`src/pkc_pkg.sv`:
```
// shared types, constants and the exponential table of the kernel correlation unit
package pkc_pkg;

    localparam int COORD_W = 16;
    localparam int SUM_W   = 32;
    localparam int CNT_W   = 16;
    localparam int EXP_W   = 16;
    localparam int DIFF_W  = 18;
    localparam int SQ_W    = 34;
    localparam int DIST_W  = 36;
    localparam int SIG_W   = 16;
    localparam int PROD_W  = DIST_W + SIG_W;
    localparam int IDX_SH  = 28;
    localparam int QUEUE_DEPTH = 4;

    localparam logic [1:0] ACT_LOAD  = 2'd0;
    localparam logic [1:0] ACT_NBR   = 2'd1;
    localparam logic [1:0] ACT_EMPTY = 2'd2;
    localparam logic [1:0] ACT_NONE  = 2'd3;

    localparam logic [1:0] REG_KERNELS = 2'd0;
    localparam logic [1:0] REG_POINTS  = 2'd1;
    localparam logic [1:0] REG_INV_SIG = 2'd2;

    typedef enum logic [1:0] {
        CMD_LOAD,
        CMD_NBR,
        CMD_EMPTY
    } cmd_kind_t;

    typedef struct packed {
        cmd_kind_t                 kind;
        logic [3:0]                slot;
        logic [3:0]                pt;
        logic [2:0][COORD_W-1:0]   a;
        logic [2:0][COORD_W-1:0]   b;
        logic                      last;
    } cmd_t;

    typedef struct packed {
        logic first;
        logic last_pt;
        logic last_all;
    } tag_t;

    typedef enum logic [2:0] {
        ST_IDLE,
        ST_RUN,
        ST_DRAIN,
        ST_RD,
        ST_LD,
        ST_DIV,
        ST_OUT
    } seq_state_t;

    typedef logic [EXP_W-1:0] exp_tab_t [256];

    function automatic exp_tab_t build_exp_table();
        exp_tab_t   t;
        logic [63:0] e;
        logic [63:0] r;
        e = 64'd1 << 32;
        for (int i = 0; i < 256; i++) begin
            r = (e + (64'd1 << 19)) >> 20;
            t[i] = r[EXP_W-1:0];
            e = (e * 64'd4034748382 + (64'd1 << 31)) >> 32;
        end
        return t;
    endfunction

    localparam exp_tab_t EXP_TABLE = build_exp_table();

endpackage

```
`src/pkc_front.sv`:
```
// input side: takes items, sorts out their kind and queues them as commands; items with no action are dropped
module pkc_front
    import pkc_pkg::*;
(
    input  logic         aclk,
    input  logic         aresetn,
    input  logic         s_tvalid,
    output logic         s_tready,
    input  logic [103:0] s_tdata,   // kernel_slot, kernel_point, coord_a_0..2, coord_b_0..2
    input  logic [1:0]   s_tuser,   // action
    input  logic         s_tlast,
    output cmd_t         cmd,
    output logic         cmd_valid,
    input  logic         cmd_pop
);

    localparam int PW = $clog2(QUEUE_DEPTH);

    cmd_t               queue_mem [QUEUE_DEPTH];
    logic [PW-1:0]      wr_ptr_reg, rd_ptr_reg;
    logic [PW:0]        fill_reg, fill_next;
    cmd_t               in_cmd;
    logic               push;

    always_comb begin
        in_cmd.slot = s_tdata[3:0];
        in_cmd.pt   = s_tdata[7:4];
        in_cmd.a[0] = s_tdata[23:8];
        in_cmd.a[1] = s_tdata[39:24];
        in_cmd.a[2] = s_tdata[55:40];
        in_cmd.b[0] = s_tdata[71:56];
        in_cmd.b[1] = s_tdata[87:72];
        in_cmd.b[2] = s_tdata[103:88];
        in_cmd.last = s_tlast;
        case (s_tuser)
            ACT_LOAD:  in_cmd.kind = CMD_LOAD;
            ACT_NBR:   in_cmd.kind = CMD_NBR;
            default:   in_cmd.kind = CMD_EMPTY;
        endcase
    end

    assign s_tready  = fill_reg < (PW+1)'(QUEUE_DEPTH);
    assign push      = s_tvalid && s_tready && (s_tuser != ACT_NONE);
    assign cmd_valid = fill_reg != '0;
    assign cmd       = queue_mem[rd_ptr_reg];

    always_comb begin
        fill_next = fill_reg;
        if (push && !(cmd_pop && cmd_valid)) begin
            fill_next = fill_reg + 1'b1;
        end else if (!push && cmd_pop && cmd_valid) begin
            fill_next = fill_reg - 1'b1;
        end
    end

    always_ff @(posedge aclk) begin
        if (!aresetn) begin
            wr_ptr_reg <= '0;
            rd_ptr_reg <= '0;
            fill_reg   <= '0;
        end else begin
            fill_reg <= fill_next;
            if (push) begin
                wr_ptr_reg <= wr_ptr_reg + 1'b1;
            end
            if (cmd_pop && cmd_valid) begin
                rd_ptr_reg <= rd_ptr_reg + 1'b1;
            end
        end
    end

    always_ff @(posedge aclk) begin
        if (push) begin
            queue_mem[wr_ptr_reg] <= in_cmd;
        end
    end

endmodule

```
`config.mk`:
```
export PLATFORM = sky130hd
export DESIGN_NAME = pkc_front
export DESIGN_NICKNAME = d
export VERILOG_FILES = /design/src/pkc_pkg.sv /design/src/pkc_front.sv
export SDC_FILE = /design/constraint.sdc
export NUM_CORES = 1
export LEC_CHECK = 0
export BUFFER_PORTS_ARGS = -buffer_cell sky130_fd_sc_hd__buf_2
export CORE_MARGIN = 10
export CORE_UTILIZATION = 57
export DETAILED_ROUTE_END_ITERATION = 8
export GPL_TIMING_DRIVEN = 0
export MAX_ROUTING_LAYER = met4
export PLACE_DENSITY_LB_ADDON = 0.12
export SYNTH_ARGS = -nofsm -noshare
export SYNTH_HDL_FRONTEND = slang
export SYNTH_SLANG_ARGS = --single-unit
```
`constraint.sdc`:
```
create_clock -name aclk -period 5.6 [get_ports aclk]
set_input_delay 1.4 -clock aclk [delete_from_list [all_inputs] [get_ports aclk]]
set_output_delay 1.4 -clock aclk [all_outputs]
set_load 0.05 [all_outputs]
```
==> results by group, run 1 <==
Global routing
  • Overflow after GRT: 0
  • Antenna violations before repair: 5
  • Vias in the first global route: approximately 8,000
  • Gr usage total: 0.177
  • Largest net degree at the start of global routing: 42
  • Global-route wire length before repair: 46,500 µm

Synthesis
  • Syn nets: 729
  • Top cells by area, synth: edfxtp_1 (81%), mux4_2 (15%), dfxtp_1 (1.1%), buf_2 (0.44%), ha_1 (0.32%)
  • Warnings, synthesis: 0
  • Most area-hungry cell type in the Yosys netlist: edfxtp_1
  • Post-synthesis sequential area ratio: 0.820
  • Gate Count Post-Synth: between 600 and 700
  • Synth Cell Area: 15,900 µm²
  • Share of the synthesized area in the top cell type: 0.809
  • Syn_area_per_cell: 25.9 µm²
  • FF+latch count, synth: 437
  • Synth unique cells: 26

Worst setup path
  • Critical path class: flip-flop to primary output
  • Critical Path End Type: primary output
  • Critical Path RT: approximately 4.2 ns
  • Critical Path Fanout Max: 10
  • Critical Path Source Type: flip-flop
  • WP data arrival: about 2.3 ns

Final layout
  • Finished Core Util: 0.688
  • Layout area overhead: 19.6%
  • Layout cells sized above 1: 0.449
  • Layout net count: 1,002
  • Max reg flops: 428

Floorplan
  • Die Ht: 187 µm
  • Ports: 220
  • Core area: 27,600 µm²
  • Die width: 187 µm
  • Die area: approximately 35,000 µm²
  • Initial Util: 0.575
  • # rows: 61

Pwr
  • Cell area power density: 502 nW/µm²
  • Worst vdd ir: between 0.0003 and 0.0004 V
  • Pwr Total: 9.54 mW
  • Leakage power: approximately 6.4 nW

CTS
  • Cts hold-fix bufs: 0
  • Worst-Skew Late Latency: roughly 0.53 ns
  • Cts bufs inserted: 44
  • TritonCTS Sinks: 437
  • CTS tree: done
  • H-tree depth: 2
  • Clock-pin slew on the worst setup and hold paths: 0.06 ns
  • CTS max path bufs: 3
  • Post-CTS resize count: 0
  • Setup repair bufs after CTS: 0
  • Clk root buf: clkbuf_16

Timing
  • Fmax: 268 MHz
  • Fin crit share: 0.666
  • WHS: 0.543 ns
  • Final slew viol count: 0
  • Final worst slack: 1.87 ns
  • Setup violations, final: 0
  • Slew @ Worst Pin: 0.648 ns
  • Min Tclk post-route: 3.73 ns
  • Final Skew: 0.00888 ns
  • Fin. Hold Viols: 0
  • Unrepaired setup endpoints after global routing: no
  • Worst rel slew slack: 0.568

Route
  • Post-DRT Antenna Nets: 0
  • Remaining DRCs: 0
  • Vias per inst: around 5.6
  • Routed len/inst: 23.1 µm
  • Initial drt markers: 450
  • Final wirelength: between 30,000 and 40,000 µm
  • DR vias: 7,285
  • DR pass1 iterations: 4

Placed design
  • IO buf count: approximately 220
  • Routability Congestion: between 0.7 and 0.8
  • Setup slack at placement: around 2.1 ns
  • Post-DP HPWL: 19,700 µm

Hold path
  • Hold WC Path Type: flip-flop to flip-flop

Outcome
  • Status: finished, final reports clean

Flow run
  • Number of max-cap violations: 0
-- critical path: stages, from the launching register on --
cell and delay (ns):
dfxtp_1 0.30, buf_2 0.27, buf_2 0.32, buf_2 0.33
mux4_2 0.36, buf_2 0.23
-- Yosys cell counts (all sizes together) --
cell type,number
clkbuf,8
nand2,4
nor2,6
o221ai,1
o21ai,2
nand3,1
xor2,1
nand3b,1
a31oi,1
buf,18
mux2i,2
and2,4
xnor2,4
and3,2
dfxtp,9
nor2b,1
inv,5
mux4,107
fa,1
or3,1
ha,4
nand4,1
or4,1
edfxtp,428
-- power breakdown --
group	total (mW)	internal [mW]	switching, mW
registers	3.95	3.88	0.0674
clock network	2.63	1.51	1.11
logic	2.96	0.918	2.04
total	9.54	6.31	3.22
-- through the flow --
| step | TNS (ns) | instance area (µm²) | std cells |
|---|---|---|---|
| global route | 0 | 19000 | 1302 |
| global placement | -476.18 | 17500 | 1210 |
| CTS | 0 | 19000 | 1297 |
| floorplan | 0 | 15900 | 613 |
| finish | 0 | 19000 | 1302 |
| detailed placement | 0 | 17700 | 1218 |
-- final timing paths --
kind | from | to | slack [ns] | depth (start not counted)
setup / recovery | flip-flop | cmd[65] | 1.87 | 5
hold / removal | rd_ptr_reg[1]$_SDFFE_PN0P_ | rd_ptr_reg[1]$_SDFFE_PN0P_ | 0.54 | 2
setup reg to reg | fill_reg[2]$_SDFFE_PN0P_ | queue_mem[3][79]$_DFFE_PP_ | 3.30 | 6
hold reg to reg | rd_ptr_reg[1]$_SDFFE_PN0P_ | rd_ptr_reg[1]$_SDFFE_PN0P_ | 0.54 | 2
-- layer usage --
| layer | wire length, µm | global-route usage | part of all wire |
|---|---|---|---|
| met1 | 11700 | 0.213 | 0.39 |
| met2 | 15600 | 0.293 | 0.52 |
| met3 | 2140 | 0.0474 | 0.071 |
| met4 | 608 | 0.0459 | 0.020 |
| met5 | 0 | - | 0 |
-- logic make-up after synthesis --
kind of cell    share of synthesized area
fa+ha+maj                         0.00441
simple gates                      0.00748
xor+xnor                          0.00276
mux                                 0.153
compound gates                    0.00158
flops                               0.820
buf+inv                            0.0103
-- area by class of cell --
cell class | count | area (µm²)
clock buffer | 54 | 1160
timing repair buffer | 227 | 1320
buffer | 26 | 145
antenna | 5 | 12.5
inverter | 5 | 18.8
clock inverter | 25 | 143
sequential | 437 | 13000
fill | 1767 | 8630
tap | 378 | 473
multi-input combinational | 145 | 2700
-- layout by cell type, fill, tap and decap left out, types with 6 or more instances in the layout --
cell type	instances
mux4_2	107
edfxtp_1	428
clkinv_2	7
dfxtp_1	9
clkbuf_16	45
buf_2	233
clkinv_1	14
clkbuf_1	17
buf_16	8
nor2_1	6
Power figures use the tool's default switching activity.
==> run 2, diff against run 1 <==
--- a/config.mk
+++ b/config.mk
@@ -7,7 +7,7 @@
 export LEC_CHECK = 0
 export BUFFER_PORTS_ARGS = -buffer_cell sky130_fd_sc_hd__buf_2
 export CORE_MARGIN = 10
-export CORE_UTILIZATION = 57
+export CORE_UTILIZATION = 51
 export DETAILED_ROUTE_END_ITERATION = 8
 export GPL_TIMING_DRIVEN = 0
 export MAX_ROUTING_LAYER = met4
==> constraint.sdc (replaced) <==
create_clock -name aclk -period 3.3 [get_ports aclk]
set_input_delay 0.825 -clock aclk [delete_from_list [all_inputs] [get_ports aclk]]
set_output_delay 0.825 -clock aclk [all_outputs]
set_load 0.05 [all_outputs]
==> results by group, run 2 (same netlist as run 1, synthesis figures left out) <==
Final layout
  • Final std cells w/o fill: 1,315
  • Commonest non-fill, non-tap cell in the layout: edfxtp_1
  • Max reg flops: between 400 and 500
  • Layout cells sized above 1: 0.452
  • Layout area overhead: 19.6%
  • Commonest non-fill, non-tap cells in the layout: edfxtp_1 (428), buf_2 (230), mux4_2 (107)
  • Finished Core Util: 0.619
  • Final instance area: 19,000 µm²
  • Layout net count: approximately 1,000

Placed design
  • Post-DP HPWL: 20,000 µm
  • Cell Area, Placed: between 15,000 and 20,000 µm²
  • Setup slack at placement: 0.209 ns
  • Routability Congestion: ~0.75
  • Cells after DPL: around 1,200
  • IO buf count: 219

CTS
  • TritonCTS Sinks: ~440
  • CTS tree: done
  • Worst-Skew Late Latency: 0.52 ns
  • Cts bufs inserted: 43
  • Clock-pin slew on the worst setup and hold paths: 0.06 ns
  • Clk root buf: clkbuf_16
  • CTS max path bufs: 3
  • Setup repair bufs after CTS: 0
  • H-tree depth: 2

Global routing
  • Antenna violations before repair: 6
  • GRT busiest layer: met2
  • Grt met3 use: 0.0545
  • Global-route wire length before repair: roughly 47,000 µm
  • Vias in the first global route: 7,966
  • Overflow after GRT: 0
  • Largest net degree at the start of global routing: 59
  • Met2 track demand over resource: 0.262
  • Gr usage total: 0.162
  • GRT met1 Usage: 0.191

Timing
  • Final worst slack: roughly 0.15 ns
  • Slew @ Worst Pin: 0.866 ns
  • Worst rel slew slack: 0.422
  • Final slew viol count: 0
  • Unrepaired setup endpoints after global routing: no
  • Fin. Hold Viols: 0
  • Final Skew: 0.0131 ns
  • Setup violations, final: 0
  • Min Tclk post-route: 3.15 ns
  • Fin crit share: 0.954
  • Fmax: between 300 and 400 MHz

Route
  • Final wirelength: ~30,000 µm
  • Initial drt markers: 434
  • DR pass1 iterations: 5
  • DR vias: 7,201
  • Post-DRT Antenna Nets: 0
  • Routed len/inst: 23.2 µm
  • Vias per inst: 5.48
  • Remaining DRCs: 0

Outcome
  • Status: finished, final reports clean

Worst setup path
  • Critical Path RT: 2.47 ns
  • WP data arrival: about 2.3 ns
  • Critical path, cell by cell: buf_2 > buf_2 > buf_2 > mux4_2 > buf_2
  • Critical Path End Type: primary output
  • Critical Path Fanout Max: 10
  • Critical path class: flip-flop to primary output
  • CP dominant cell by count: buf_2
  • Critical Path Source Type: flip-flop
  • Slowest cell on crit path: mux4_2
  • Worst path max stage delay: 0.35 ns

Hold path
  • Hold WC Path Type: input pin to flip-flop

Floorplan
  • Ports: 220
  • Die Ht: 196 µm
  • Core area: 30,700 µm²
  • # rows: 64
  • Initial Util: 0.518
  • Die area: roughly 39,000 µm²
  • Die width: around 200 µm

Flow run
  • Number of max-cap violations: 0

Pwr
  • Leakage power: between 6 and 7 nW
  • Pwr Total: 16.4 mW
  • Cell area power density: 864 nW/µm²
  • Worst vdd ir: 0.000521 V
## run 2: cell types whose count changed in the layout (fill, tap and decap cells not counted), sizes merged
cell | before | now
clkinvlp | 1 | 2
clkbuf | 62 | 66
clkinv | 22 | 15
bufinv | 1 | 4
buf | 245 | 238
inv | 6 | 5
diode | 5 | 7
## run 2: final cells by class
cell class / count / area, µm²
Antenna cell: 7 / 17.5
Buffer: 26 / 153
Timing Repair Buffer: 223 / 1210
Sequential cell: 437 / 13000
Fill cell: 2144 / 11700
Multi-Input combinational cell: 145 / 2700
Tap cell: 396 / 495
Clock inverter: 21 / 205
Inverter: 5 / 18.8
Clock buffer: 55 / 1160
## run 2: power breakdown
part | total (mW) | leakage (nW) | internal [mW] | switching (mW)
Clock | 4.68 | 0.666 | 2.80 | 1.88
Sequential | 6.70 | 3.98 | 6.59 | 0.109
Combinational | 5.02 | 1.70 | 1.54 | 3.49
## run 2: per-stage QoR
step	TNS, ns	hold slack (ns)
finish	0	0.515
global route	0	0.499
CTS	0	0.490
detailed placement	0	0.517
global placement	-370.76	0.504
floorplan	0	0.486
## run 2: critical path, delay by kind of cell, from the launching register on
kind	cells	cell delay, ns
buffers and inverters	4	1.15
DFF	1	0.30
muxes	1	0.35
## run 2: timing repair
item / in CTS / in global routing
endpoints found under the hold margin: 0 / 0
setup endpoints to repair: 0 / 6
gates resized for setup: 0 / 3
hold buffers: 0 / 0
## run 2: worst paths after layout
check	start	endpoint	slack (ns)	cells after the start
setup / recovery	flip-flop	cmd[88]	0.15	5
hold / removal	s_tdata[0]	queue_mem[2][101]$_DFFE_PP_	0.51	1
setup reg to reg	fill_reg[2]$_SDFFE_PN0P_	queue_mem[0][96]$_DFFE_PP_	0.91	5
hold reg to reg	rd_ptr_reg[1]$_SDFFE_PN0P_	rd_ptr_reg[1]$_SDFFE_PN0P_	0.52	2
## run 2: routing by layer
layer  share of wire  vias to the layer above  wire (µm)
met5               0                        -          0
met4           0.023                        0        694
met3           0.083                       50       2510
met2            0.51                      228      15600
met1            0.38                     3741      11700
li1                -                     3182          -
